### config.mk
export PLATFORM = sky130hd
export DESIGN_NAME = disk_head_scheduler_unit
export DESIGN_NICKNAME = d
export VERILOG_FILES = /design/src/design/dhs_pkg.sv /design/src/design/dhs_ram.sv /design/src/design/disk_head_scheduler_unit.sv
export VERILOG_INCLUDE_DIRS = /design/src /design/src/design
export SDC_FILE = /design/constraint.sdc
export NUM_CORES = 1
export LEC_CHECK = 0
export ABC_AREA = 1
export BUFFER_PORTS_ARGS = -buffer_cell sky130_fd_sc_hd__buf_2
export CAP_MARGIN = 40
export CORE_ASPECT_RATIO = 2
export CORE_MARGIN = 4
export CORE_UTILIZATION = 45
export CTS_CLUSTER_DIAMETER = 80
export DETAILED_ROUTE_END_ITERATION = 6
export PLACE_DENSITY = 0.65
export SYNTH_ARGS = -nofsm -noshare
export SYNTH_HDL_FRONTEND = slang
export SYNTH_HIERARCHICAL = 1
export SYNTH_SLANG_ARGS = --single-unit
### constraint.sdc
create_clock -name clk -period 6.1 [get_ports clk]
set_input_delay 0.61 -clock clk [delete_from_list [all_inputs] [get_ports clk]]
set_output_delay 0.61 -clock clk [all_outputs]
set_load 0.005 [all_outputs]
### src/design/assert_macros.svh
// Assertion macros used by the disk head scheduler unit.
`ifndef ASSERT_MACROS_SVH
`define ASSERT_MACROS_SVH

// Checked at every rising edge outside reset.
`define DHS_ASSERT(lbl, prop, msg) \
    lbl: assert property (@(posedge clk) disable iff (!rst_n) prop) else $error(msg);

// Checked at every rising edge, reset included.
`define DHS_ASSERT_ALWAYS(lbl, prop, msg) \
    lbl: assert property (@(posedge clk) prop) else $error(msg);

`endif

### src/design/dhs_pkg.sv
// Package with the types, codes and helper functions of the disk head scheduler.
package dhs_pkg;

    localparam int TRACK_W = 12;
    localparam int MOVE_W  = 17;
    localparam int TC_W    = 13;
    localparam int MODE_W  = 3;

    localparam logic [MODE_W-1:0] MODE_FCFS  = 3'd0;
    localparam logic [MODE_W-1:0] MODE_SSTF  = 3'd1;
    localparam logic [MODE_W-1:0] MODE_SCAN  = 3'd2;
    localparam logic [MODE_W-1:0] MODE_CSCAN = 3'd3;
    localparam logic [MODE_W-1:0] MODE_LOOK  = 3'd4;
    localparam logic [MODE_W-1:0] MODE_CLOOK = 3'd5;

    localparam logic [1:0] REG_MODE        = 2'd0;
    localparam logic [1:0] REG_TRACK_COUNT = 2'd1;
    localparam logic [1:0] REG_START_TRACK = 2'd2;

    localparam logic [MODE_W-1:0] MODE_RESET        = 3'd0;
    localparam logic [TC_W-1:0]   TRACK_COUNT_RESET = 13'd200;
    localparam logic [TRACK_W-1:0] START_RESET      = 12'd50;

    typedef struct packed {
        logic [TRACK_W-1:0] request_track;
        logic               batch_end;
    } req_t;

    typedef struct packed {
        logic [TRACK_W-1:0] visit_track;
        logic [MOVE_W-1:0]  movement_so_far;
        logic               final_visit;
        logic               overflow;
    } vis_t;

    // Highest valid track for a given track count, with the count held to its legal range.
    function automatic logic [TRACK_W-1:0] end_track(input logic [TC_W-1:0] tc);
        logic [TC_W-1:0] top;
        top = TC_W'(1) << TRACK_W;
        if (tc < TC_W'(2))
            return TRACK_W'(1);
        else if (tc > top)
            return {TRACK_W{1'b1}};
        else
            return TRACK_W'(tc - TC_W'(1));
    endfunction

    function automatic logic [TRACK_W-1:0] track_dist(input logic [TRACK_W-1:0] a,
                                                      input logic [TRACK_W-1:0] b);
        return (a > b) ? (a - b) : (b - a);
    endfunction

endpackage

### src/design/dhs_ram.sv
// Generic single-write, single-read RAM with registered read data.
module dhs_ram #(
    parameter int WIDTH = 12,
    parameter int DEPTH = 16
) (
    input  logic                                   clk,
    input  logic                                   we,
    input  logic [((DEPTH > 1) ? $clog2(DEPTH) : 1)-1:0] waddr,
    input  logic [WIDTH-1:0]                       wdata,
    input  logic [((DEPTH > 1) ? $clog2(DEPTH) : 1)-1:0] raddr,
    output logic [WIDTH-1:0]                       rdata
);

    logic [WIDTH-1:0] mem_reg [DEPTH];

    always_ff @(posedge clk)
    begin
        if (we)
        begin
            mem_reg[waddr] <= wdata;
        end
        rdata <= mem_reg[raddr];
    end

endmodule

### src/design/disk_head_scheduler_unit.sv
// Top level of the disk head scheduler: request store, scan sequencer and output register.
//
//   channel  | direction | handshake             | payload
//   ---------+-----------+-----------------------+------------------------------
//   in       | in        | in_valid / in_stall   | in_data  (request_track, batch_end)
//   out      | out       | out_valid / out_stall | out_data (visit, movement, flags)
//   config   | in        | APB psel/penable      | mode, track_count, start_track
//
// A request without batch_end is taken while the unit is idle and stored in the request RAM;
// once the RAM is full, further requests are dropped and the drop flag is set.
// A request with batch_end starts the schedule: each requested track is chosen by a scan
// of the stored requests through the single RAM read port.
// in_stall stays high from the closing request until the final visit is loaded.
// out_stall freezes the output register; the next visit is computed meanwhile and then waits in S_OUT.
// Reset clears the request count, the served mask, the drop flag and the other control registers.
module disk_head_scheduler_unit #(
    parameter int MAX_REQUESTS = 16
) (
    input  logic          clk,
    input  logic          rst_n,
    input  logic          in_valid,
    output logic          in_stall,
    input  dhs_pkg::req_t in_data,
    output logic          out_valid,
    input  logic          out_stall,
    output dhs_pkg::vis_t out_data,
    input  logic          psel,
    input  logic          penable,
    input  logic          pwrite,
    input  logic [3:0]    paddr,
    input  logic [31:0]   pwdata,
    output logic [31:0]   prdata,
    output logic          pready
);

    import dhs_pkg::*;

    localparam int IDX_W = (MAX_REQUESTS > 1) ? $clog2(MAX_REQUESTS) : 1;
    localparam int CNT_W = $clog2(MAX_REQUESTS + 1);

    localparam logic [2:0] S_IDLE = 3'd0;
    localparam logic [2:0] S_SCAN = 3'd1;
    localparam logic [2:0] S_DEC  = 3'd2;
    localparam logic [2:0] S_OUT  = 3'd3;

    localparam logic [1:0] PH_UP   = 2'd0;
    localparam logic [1:0] PH_DOWN = 2'd1;
    localparam logic [1:0] PH_WRAP = 2'd2;

    localparam logic [1:0] K_START = 2'd0;
    localparam logic [1:0] K_REQ   = 2'd1;
    localparam logic [1:0] K_END   = 2'd2;
    localparam logic [1:0] K_ZERO  = 2'd3;

    // Configuration registers.
    logic [MODE_W-1:0]  mode_reg;
    logic [TC_W-1:0]    tc_reg;
    logic [TRACK_W-1:0] start_cfg_reg;

    // Control state.
    logic [2:0]              state_reg, state_next;
    logic [CNT_W-1:0]        cnt_reg, cnt_next;
    logic [CNT_W-1:0]        rem_reg, rem_next;
    logic [MAX_REQUESTS-1:0] served_reg, served_next;
    logic                    drop_reg, drop_next;
    logic [1:0]              phase_reg, phase_next;
    logic [1:0]              kind_reg, kind_next;
    logic                    hit_end_reg, hit_end_next;
    logic [CNT_W-1:0]        rd_idx_reg, rd_idx_next;
    logic                    cmp_vld_reg, cmp_vld_next;
    logic                    found_reg, found_next;
    logic                    out_vld_reg, out_vld_next;

    // Payload registers.
    logic [IDX_W-1:0]   cmp_idx_reg, cmp_idx_next;
    logic [TRACK_W-1:0] best_v_reg, best_v_next;
    logic [TRACK_W-1:0] best_d_reg, best_d_next;
    logic [IDX_W-1:0]   best_i_reg, best_i_next;
    logic [TRACK_W-1:0] nv_reg, nv_next;
    logic [IDX_W-1:0]   ni_reg, ni_next;
    logic [TRACK_W-1:0] start_reg, start_next;
    logic [TRACK_W-1:0] prev_reg, prev_next;
    logic [MOVE_W-1:0]  moved_reg, moved_next;
    vis_t               out_reg, out_next;

    // RAM port and shared compare unit signals.
    logic               ram_we;
    logic [TRACK_W-1:0] ram_wdata;
    logic [TRACK_W-1:0] ram_rdata;

    logic [MODE_W-1:0]  mode_eff;
    logic [TRACK_W-1:0] end_trk;
    logic [TRACK_W-1:0] req_clamp;
    logic [TRACK_W-1:0] cand_d;
    logic               cand_ok;
    logic               cand_take;
    logic               slot_free;
    logic               in_acc;
    logic               issue;
    logic               is_final;
    logic [CNT_W-1:0]   rem_after;
    logic               cfg_wr;

    // ------------------------------------------------------------------
    // Configuration port. Writes land at the access phase; reads are free.
    // ------------------------------------------------------------------
    assign cfg_wr = psel && penable && pwrite;
    assign pready = 1'b1;

    always_ff @(posedge clk or negedge rst_n)
    begin
        if (!rst_n)
        begin
            mode_reg      <= MODE_RESET;
            tc_reg        <= TRACK_COUNT_RESET;
            start_cfg_reg <= START_RESET;
        end
        else if (cfg_wr)
        begin
            case (paddr[3:2])
                REG_MODE:        mode_reg      <= pwdata[MODE_W-1:0];
                REG_TRACK_COUNT: tc_reg        <= pwdata[TC_W-1:0];
                REG_START_TRACK: start_cfg_reg <= pwdata[TRACK_W-1:0];
                default:         ;
            endcase
        end
    end

    always_comb
    begin
        case (paddr[3:2])
            REG_MODE:        prdata = 32'(mode_reg);
            REG_TRACK_COUNT: prdata = 32'(tc_reg);
            REG_START_TRACK: prdata = 32'(start_cfg_reg);
            default:         prdata = 32'd0;
        endcase
    end

    // Unused mode codes behave as first come, first served.
    assign mode_eff  = (mode_reg > MODE_CLOOK) ? MODE_FCFS : mode_reg;
    assign end_trk   = end_track(tc_reg);
    assign req_clamp = (in_data.request_track > end_trk) ? end_trk : in_data.request_track;

    // ------------------------------------------------------------------
    // Request store.
    // ------------------------------------------------------------------
    assign in_stall  = (state_reg != S_IDLE);
    assign in_acc    = in_valid && !in_stall;
    assign ram_we    = in_acc && (cnt_reg < CNT_W'(MAX_REQUESTS));
    assign ram_wdata = req_clamp;
    assign issue     = (state_reg == S_SCAN) && (rd_idx_reg < cnt_reg);

    dhs_ram #(
        .WIDTH (TRACK_W),
        .DEPTH (MAX_REQUESTS)
    ) u_store (
        .clk   (clk),
        .we    (ram_we),
        .waddr (cnt_reg[IDX_W-1:0]),
        .wdata (ram_wdata),
        .raddr (rd_idx_reg[IDX_W-1:0]),
        .rdata (ram_rdata)
    );

    // ------------------------------------------------------------------
    // Shared compare unit: rates the entry just read against the best so far.
    // Nearest-first ranks by distance to the head, the sweeps rank by track,
    // and arrival order simply keeps the first unserved entry.
    // ------------------------------------------------------------------
    assign cand_d = track_dist(ram_rdata, prev_reg);

    always_comb
    begin
        cand_ok = !served_reg[cmp_idx_reg];
        if ((phase_reg == PH_UP) && (mode_eff != MODE_FCFS) && (mode_eff != MODE_SSTF))
        begin
            cand_ok = cand_ok && (ram_rdata >= start_reg);
        end
        case (mode_eff)
            MODE_FCFS: cand_take = cand_ok && !found_reg;
            MODE_SSTF: cand_take = cand_ok && (!found_reg || (cand_d < best_d_reg));
            default:
            begin
                if (phase_reg == PH_DOWN)
                    cand_take = cand_ok && (!found_reg || (ram_rdata > best_v_reg));
                else
                    cand_take = cand_ok && (!found_reg || (ram_rdata < best_v_reg));
            end
        endcase
    end

    // ------------------------------------------------------------------
    // Last-visit detection for the visit waiting in nv_reg.
    // ------------------------------------------------------------------
    assign slot_free = !out_vld_reg || !out_stall;
    assign rem_after = (kind_reg == K_REQ) ? (rem_reg - CNT_W'(1)) : rem_reg;

    always_comb
    begin
        case (kind_reg)
            K_START: is_final = 1'b0;
            K_REQ:
            begin
                is_final = (rem_after == '0);
                if (phase_reg == PH_UP)
                begin
                    if (mode_eff == MODE_CSCAN)
                        is_final = 1'b0;
                    else if ((mode_eff == MODE_SCAN) && !hit_end_reg && (nv_reg != end_trk))
                        is_final = 1'b0;
                end
            end
            K_END:   is_final = (mode_eff == MODE_SCAN) && (rem_reg == '0);
            K_ZERO:  is_final = (rem_reg == '0);
            default: is_final = 1'b0;
        endcase
    end

    // ------------------------------------------------------------------
    // Sequencer.
    // ------------------------------------------------------------------
    always_comb
    begin
        state_next   = state_reg;
        cnt_next     = cnt_reg;
        rem_next     = rem_reg;
        served_next  = served_reg;
        drop_next    = drop_reg;
        phase_next   = phase_reg;
        kind_next    = kind_reg;
        hit_end_next = hit_end_reg;
        rd_idx_next  = rd_idx_reg;
        cmp_vld_next = issue;
        cmp_idx_next = rd_idx_reg[IDX_W-1:0];
        found_next   = found_reg;
        best_v_next  = best_v_reg;
        best_d_next  = best_d_reg;
        best_i_next  = best_i_reg;
        nv_next      = nv_reg;
        ni_next      = ni_reg;
        start_next   = start_reg;
        prev_next    = prev_reg;
        moved_next   = moved_reg;
        out_next     = out_reg;
        out_vld_next = out_vld_reg && out_stall;

        if (cmp_vld_reg && cand_take)
        begin
            found_next  = 1'b1;
            best_v_next = ram_rdata;
            best_d_next = cand_d;
            best_i_next = cmp_idx_reg;
        end

        case (state_reg)
            S_IDLE:
            begin
                if (in_acc)
                begin
                    if (ram_we)
                        cnt_next = cnt_reg + CNT_W'(1);
                    else
                        drop_next = 1'b1;
                    if (in_data.batch_end)
                    begin
                        start_next   = (start_cfg_reg > end_trk) ? end_trk : start_cfg_reg;
                        prev_next    = start_next;
                        nv_next      = start_next;
                        kind_next    = K_START;
                        moved_next   = '0;
                        phase_next   = PH_UP;
                        hit_end_next = 1'b0;
                        rem_next     = cnt_next;
                        state_next   = S_OUT;
                    end
                end
            end

            S_SCAN:
            begin
                if (issue)
                    rd_idx_next = rd_idx_reg + CNT_W'(1);
                else if (!cmp_vld_reg)
                    state_next = S_DEC;
            end

            S_DEC:
            begin
                state_next = S_OUT;
                if (found_reg)
                begin
                    nv_next   = best_v_reg;
                    ni_next   = best_i_reg;
                    kind_next = K_REQ;
                end
                else if ((mode_eff == MODE_SCAN) && !hit_end_reg)
                begin
                    nv_next    = end_trk;
                    kind_next  = K_END;
                    phase_next = PH_DOWN;
                end
                else if (mode_eff == MODE_CSCAN)
                begin
                    nv_next    = end_trk;
                    kind_next  = K_END;
                    phase_next = PH_WRAP;
                end
                else
                begin
                    // The sweep turns around without an end stop and rescans.
                    phase_next  = (mode_eff == MODE_CLOOK) ? PH_WRAP : PH_DOWN;
                    state_next  = S_SCAN;
                    rd_idx_next = '0;
                    found_next  = 1'b0;
                end
            end

            S_OUT:
            begin
                if (slot_free)
                begin
                    out_vld_next                 = 1'b1;
                    out_next.visit_track         = nv_reg;
                    out_next.movement_so_far     = moved_reg + MOVE_W'(track_dist(nv_reg, prev_reg));
                    out_next.final_visit         = is_final;
                    out_next.overflow            = drop_reg;
                    moved_next                   = out_next.movement_so_far;
                    prev_next                    = nv_reg;
                    rem_next                     = rem_after;
                    if (kind_reg == K_REQ)
                    begin
                        served_next[ni_reg] = 1'b1;
                        if ((phase_reg == PH_UP) && (nv_reg == end_trk))
                            hit_end_next = 1'b1;
                    end
                    if (is_final)
                    begin
                        state_next  = S_IDLE;
                        cnt_next    = '0;
                        served_next = '0;
                        drop_next   = 1'b0;
                    end
                    else if ((kind_reg == K_END) && (mode_eff == MODE_CSCAN))
                    begin
                        nv_next   = '0;
                        kind_next = K_ZERO;
                    end
                    else
                    begin
                        state_next  = S_SCAN;
                        rd_idx_next = '0;
                        found_next  = 1'b0;
                    end
                end
            end

            default:
            begin
                state_next = S_IDLE;
            end
        endcase
    end

    always_ff @(posedge clk or negedge rst_n)
    begin
        if (!rst_n)
        begin
            state_reg   <= S_IDLE;
            cnt_reg     <= '0;
            rem_reg     <= '0;
            served_reg  <= '0;
            drop_reg    <= 1'b0;
            phase_reg   <= PH_UP;
            kind_reg    <= K_START;
            hit_end_reg <= 1'b0;
            rd_idx_reg  <= '0;
            cmp_vld_reg <= 1'b0;
            found_reg   <= 1'b0;
            out_vld_reg <= 1'b0;
        end
        else
        begin
            state_reg   <= state_next;
            cnt_reg     <= cnt_next;
            rem_reg     <= rem_next;
            served_reg  <= served_next;
            drop_reg    <= drop_next;
            phase_reg   <= phase_next;
            kind_reg    <= kind_next;
            hit_end_reg <= hit_end_next;
            rd_idx_reg  <= rd_idx_next;
            cmp_vld_reg <= cmp_vld_next;
            found_reg   <= found_next;
            out_vld_reg <= out_vld_next;
        end
    end

    always_ff @(posedge clk)
    begin
        cmp_idx_reg <= cmp_idx_next;
        best_v_reg  <= best_v_next;
        best_d_reg  <= best_d_next;
        best_i_reg  <= best_i_next;
        nv_reg      <= nv_next;
        ni_reg      <= ni_next;
        start_reg   <= start_next;
        prev_reg    <= prev_next;
        moved_reg   <= moved_next;
        out_reg     <= out_next;
    end

    assign out_valid = out_vld_reg;
    assign out_data  = out_reg;

    // ------------------------------------------------------------------
    // Assertions.
    // ------------------------------------------------------------------
    `include "assert_macros.svh"

    `DHS_ASSERT_ALWAYS(a_cmp_in_scan, cmp_vld_reg |-> (state_reg == S_SCAN), "compare outside scan")
    `DHS_ASSERT(a_rem_bound, rem_reg <= cnt_reg, "remaining count exceeds stored count")
    `DHS_ASSERT(a_served_sum, (state_reg != S_IDLE) |-> ((CNT_W + 1)'($countones(served_reg)) + (CNT_W + 1)'(rem_reg) == (CNT_W + 1)'(cnt_reg)), "served mask and remaining count disagree")
    `DHS_ASSERT(a_final_idle, ((state_reg == S_OUT) && slot_free && is_final) |=> ((state_reg == S_IDLE) && (cnt_reg == '0) && (served_reg == '0)), "batch state not cleared after final visit")

endmodule
==> metrics.txt, run 1 <==
run status=finished, final reports clean; Post-Synthesis Cells=2374; global-route wire length before repair=90620 um; Least-Margin Pin Slew=0.8400 ns; number of synthesized flops with an enable pin=308; row count=113; CP Max Fanout=9; Fin Setup TNS=0 ns; RSZ-0062 raised after global routing=no; cts hold-fix bufs=1; initial antenna violation count=0; Num Clock Sinks=394; CTS clk-pin slew, worst paths=roughly 0.07 ns; Pwr Total=14.23 mW; Max VDD drop=between 300 and 400 uV; Worst Path Required=6.40 ns; CP startpoint=nv_reg[3]; fillcell total=4320; Final Skew=0.03051 ns; synth-to-layout area growth=11.63%; postcts setup bufs=0; dominant synthesized flop cell=edfxtp_1; cts bufs inserted=37; Routed WL per cell=about 19 um; Final period util=86.22%; final net count=2659; pwr dens=approximately 590 nW/um2; fraction of registers with async set/reset=17.77%; Worst Hold Class=input pin to flip-flop; routability congestion estimate from global placement=0.9540; final slew viol count=0; post-route ant nets=0; vias=16380; Crit path top cell by count=nand2_1; layout cell share with drive strength beyond 1=9.356%; Synth area leader=edfxtp_1; Die Area=51480 um2; gr ovfl total=0; r2r endpoint=moved_reg[16]; hold path depth=3; post-synth cell types=60; Die Ht=316.9 um; Initial Utilization=45.33%; Arrival @ worst endpoint=5.56 ns; CP max stage cell=edfxtp_1; largest net degree at the start of global routing=80; clk buf depth=3; synth cell count leaders=562 x nand2_1, 426 x inv_1, 308 x edfxtp_1, 208 x nand3_1, 136 x nor2_1; Routed WL=around 60000 um; Hold Crit Start=pwdata[7]; Ys Warns=6; vias in the first global route=16800; Final min period=5.259 ns; # H-tree levels=2; IO Pins=122; Fmax achieved=0.1901 GHz; dpl hpwl=about 45000 um; CP peak stage delay=0.47 ns; crit end category=flip-flop; DRT iter0 DRCs=between 1000 and 1500; CP Launch Type=flip-flop; r2r setup slk=between 0.8 and 0.9 ns; count leader, synth=nand2_1; leak pwr=11.09 nW; chip width=162.5 um; setup-violating endpoint count in the final report=0; area share of the largest cell type after synthesis=43.08%; CTS root buf=clkbuf_16; Via density=5.229; hold path endpoint=tc_reg[7]; Mapped Area=21470 um2; syn avg cell area=between 9 and 10 um2; GRT Overall Usage=22.98%; clk_lat worst skew=0.57 ns; maxcap violations=0; Worst R2R Path Depth=26; Hold Vio Cnt, Final=0; R2R Path Start=nv_reg[3]; DRC Markers=0; count of input and output buffers=80; Pre-antenna DRT Iters=6; TritonCTS clock tree=yes; post-CTS resize count=0; Largest register FFs=between 150 and 200; ant diodes=0; Synth area leaders=edfxtp_1 43%, nand2_1 9.8%, dfrtp_1 7.5%; synthesized flop and latch total=394; register area share after synthesis=52.76%; Slew HR=43.79%; critical setup path kind=flip-flop to flip-flop; Core Area=47360 um2
layer usage:
layer  share of wire (%)  GRT usage (%)
met4                 9.4          18.30
met5                   0              0
met2                  56          45.24
met1                  31          20.50
met3                 3.4          2.555
per-stage QoR:
| stage | util, % | worst slack, ns | instance area [um2] | std cells | hold slack, ns |
|---|---|---|---|---|---|
| after floorplan | - | 1.762 | 21540 | 2392 | 0.3144 |
| after global placement | 47.55 | 0.8932 | 22520 | 3054 | 0.4031 |
| after detailed placement | 47.95 | 0.8703 | 22710 | 3064 | 0.4083 |
| after CTS | 50.60 | 0.7454 | 23970 | 3133 | 0.2681 |
| after global routing | 50.60 | 0.2957 | 23970 | 3133 | 0.3078 |
| final | 50.60 | 0.8408 | 23970 | 3133 | 0.2930 |
logic make-up (layout without fill, tap and decap cells):
group / after synthesis / after routing / synth area share, %
buffers and inverters: 517 / 626 / 9.843
xor gates and xnor gates: 45 / 45 / 1.836
AOI/OAI and AO/OA: 315 / 315 / 8.549
DFF: 394 / 394 / 52.76
adders and majority gates: 131 / 131 / 7.809
other: 2 / 20 / 0.03498
and+or+nand+nor: 968 / 968 / 19.07
muxes: 2 / 2 / 0.09907
report_power, final:
| group | total (mW) | internal [mW] | switching, mW |
|---|---|---|---|
| clock network | 2.38 | 1.34 | 1.04 |
| logic | 7.38 | 2.57 | 4.81 |
| registers | 4.47 | 3.97 | 0.506 |
| total | 14.2 | 7.87 | 6.36 |
how the worst max path moves through the flow:
stage	cells after the start	end
4_1_cts	26	moved_reg[16]
6_report	26	moved_reg[16]
5_1_grt	26	moved_reg[16]
3_3_place_gp	26	moved_reg[16]
2_1_floorplan	28	moved_reg[16]
3_5_place_dp	26	moved_reg[16]
area by class of cell:
class	count	area, um2	share of cell area [%]
timing repair buffer	127	873.3	3.644
multi-input combinational	1481	8109	33.83
inverter	431	1619	6.755
clock inverter	20	173.9	0.7257
clock buffer	48	1071	4.469
sequential	394	11330	47.27
tap	632	790.8	3.299
worst max-delay path: cells and delay by family, from the launching register on:
family	cells	cell delay (ns)
compound gates	7	1.82
simple gates	11	1.32
fa+ha+maj	2	0.73
flops	1	0.47
xor+xnor	2	0.37
buf+inv	4	0.28
layout by cell type, fill, tap and decap left out, types with 40 or more instances in the layout:
cell type | netlist | layout
nand2_1 | 562 | 561
inv_1 | 426 | 425
edfxtp_1 | 308 | 308
nand3_1 | 208 | 208
nor2_1 | 136 | 132
ha_1 | 126 | 126
o21ai_0 | 121 | 117
a21oi_1 | 100 | 100
buf_2 | 24 | 79
dfrtp_1 | 64 | 63
clkbuf_16 | 0 | 40
Note: power is estimated with default switching activity, not from simulation.
==> inputs of run 2 (changes only) <==
- SYNTH_HIERARCHICAL: 1 -> default
- clock period: 6.1 -> 6.8 ns (I/O delays scaled with it)
==> run 2 against run 1 <==
Final cell count is 11% lower. Clock power is 15% lower. Hold slack better by 0.11 ns. Area after synthesis is 2.8% lower. Non-clock buffer count stayed put. Global-route usage is 0.26 points lower.
==> metrics.txt, run 2 <==
TritonCTS clock tree=yes; IO Pins=122; largest net degree at the start of global routing=81; routability congestion estimate from global placement=0.8997; synthesized flop and latch total=394; CP startpoint=nv_reg[0]; Routed WL=around 58000 um; CP max stage cell=edfxtp_1; gr ovfl total=0; pwr dens=536.8 nW/um2; Num Clock Sinks=between 300 and 400; syn avg cell area=just under 10 um2; final core occ=50.59%; GRT Overall Usage=22.72%; final instance area=23190 um2; crit end category=flip-flop; CP delay by family, top=compound AO/OA/AOI/OAI gates; Worst Hold Class=input pin to flip-flop; count of input and output buffers=80; Synth area leader=edfxtp_1; Worst path depth=26; Largest register FFs=192; vias=15480; CP peak stage delay=0.54 ns; final slew viol count=0; r2r setup slk=1.41 ns; post-CTS resize count=0; synth cell count leaders=325 x nand2_1, 308 x edfxtp_1, 261 x inv_1, 248 x nor2_1, 198 x o21ai_0; Pre-antenna DRT Iters=5; CTS clk-pin slew, worst paths=0.06 ns; RSZ-0062 raised after global routing=no; final net count=2400; CP Max Fanout=10; initial antenna violation count=1; dominant synthesized flop cell=edfxtp_1; commonest non-fill, non-tap cell in the layout=nand2_1; cts bufs inserted=37; ant diodes=0; row count=about 110; # H-tree levels=2; post-synth cell types=57; run status=finished, final reports clean; layout cell share with drive strength beyond 1=11.79%; Arrival @ worst endpoint=about 5.7 ns; Die Ht=between 300 and 400 um; Non-Filler Instances=2804; Routed WL per cell=20.56 um; r2r endpoint=moved_reg[15]; Final period util=between 70% and 80%; Final min period=around 5.4 ns; leak pwr=about 10 nW; clk buf depth=3; synth-to-layout area growth=11.13%; clk_lat worst skew=0.56 ns; cts hold-fix bufs=1; critical setup path kind=flip-flop to flip-flop; Pwr Total=12.45 mW; Max VDD drop=434.5 uV; DP Area=22010 um2; area share of the largest cell type after synthesis=about 44%; number of synthesized flops with an enable pin=approximately 310; dpl hpwl=42990 um; Synth area leaders=edfxtp_1 44%, ha_1 7.7%, dfrtp_1 7.7%; maxcap violations=0; global-route wire length before repair=roughly 88000 um; Post-Synthesis Cells=about 2100; most frequent cells in the layout=325 x nand2_1, 308 x edfxtp_1, 261 x inv_1, 245 x nor2_1, 190 x o21ai_0; hold path endpoint=tc_reg[6]; Buf/Inv on CP=6; postcts setup bufs=0; CTS root buf=clkbuf_16; Least-Margin Pin Slew=0.8513 ns; Worst Path Required=7.10 ns; R2R Path Start=nv_reg[0]; chip width=roughly 160 um; Worst R2R Path Depth=26; setup-violating endpoint count in the final report=0; Die Area=~50000 um2; Ys Warns=0; DRT iter0 DRCs=just under 1000; count leader, synth=nand2_1; Hold Crit Start=pwdata[6]; CP Launch Type=flip-flop; post-route ant nets=0; register area share after synthesis=54.30%; Final Skew=0.03445 ns; Fin Setup TNS=0 ns; Fmax achieved=0.1854 GHz; vias in the first global route=around 16000; dpl cells=2735; Initial Utilization=a little under half; DRC Markers=0; Hold Vio Cnt, Final=0; Crit path top cell by count=inv_1; Mapped Area=20860 um2; Slew HR=43.11%; hold path depth=3; Core Area=around 46000 um2; fraction of registers with async set/reset=17.77%; Via density=5.519
[run 2: area by class of cell]
class / count / area, um2
clock buffer: 51 / 1010
clock inverter: 17 / 157.7
fill: 4192 / 22650
inverter: 266 / 998.5
multi-input combinational: 1384 / 8159
sequential: 394 / 11330
tap: 565 / 706.9
timing repair buffer: 127 / 820.8
[run 2: report_power, final]
| group | total, mW | internal, mW | switching (mW) |
|---|---|---|---|
| Combinational | 6.39 | 2.22 | 4.17 |
| Clock | 2.02 | 1.10 | 0.916 |
| Sequential | 4.04 | 3.55 | 0.491 |
| Total | 12.4 | 6.87 | 5.57 |
[run 2: metal layers]
metal | up-vias | track usage (%) | wire length [um]
met5 | - | 0 | 0
met4 | 0 | 17.30 | 4936
met3 | 180 | 2.217 | 1828
met2 | 399 | 43.86 | 31710
met1 | 7468 | 21.60 | 19180
li1 | 7429 | - | -
[run 2: worst max path at each step]
stage	to	slack (ns)
4_1_cts	moved_reg[15]	1.39
3_5_place_dp	moved_reg[15]	1.39
3_3_place_gp	moved_reg[15]	1.37
6_report	moved_reg[15]	1.41
5_1_grt	out_data[18]	0.87
2_1_floorplan	best_d_reg[0]	2.12
[run 2: cells by family (layout without fill, tap and decap cells)]
kind of cell	after synthesis	in the layout	share of synthesized area, %
buffers and inverters	352	461	6.957
adders and majority gates	134	134	8.216
xor gates and xnor gates	43	43	1.805
and+or+nand+nor	733	733	14.92
DFF	394	394	54.30
AOI/OAI and AO/OA	431	431	12.66
other	2	20	0.03600
muxes	23	23	1.109
[run 2: worst register-to-register path: cells and delay by family, from the launching register on]
kind                       cells  cell delay, ns
AOI/OAI and AO/OA              7            1.75
xor gates and xnor gates       2            0.35
adders and majority gates      3            0.91
buffers and inverters          6            0.82
DFF                            1            0.54
and+or+nand+nor                8            0.78
[run 2: per-stage QoR]
step | hold slack [ns] | setup slack [ns]
3_5_place_dp | 0.4079 | 1.389
3_3_place_gp | 0.4021 | 1.367
4_1_cts | 0.3817 | 1.386
2_1_floorplan | 0.3693 | 2.122
5_1_grt | 0.3857 | 0.8697
6_report | 0.4035 | 1.407
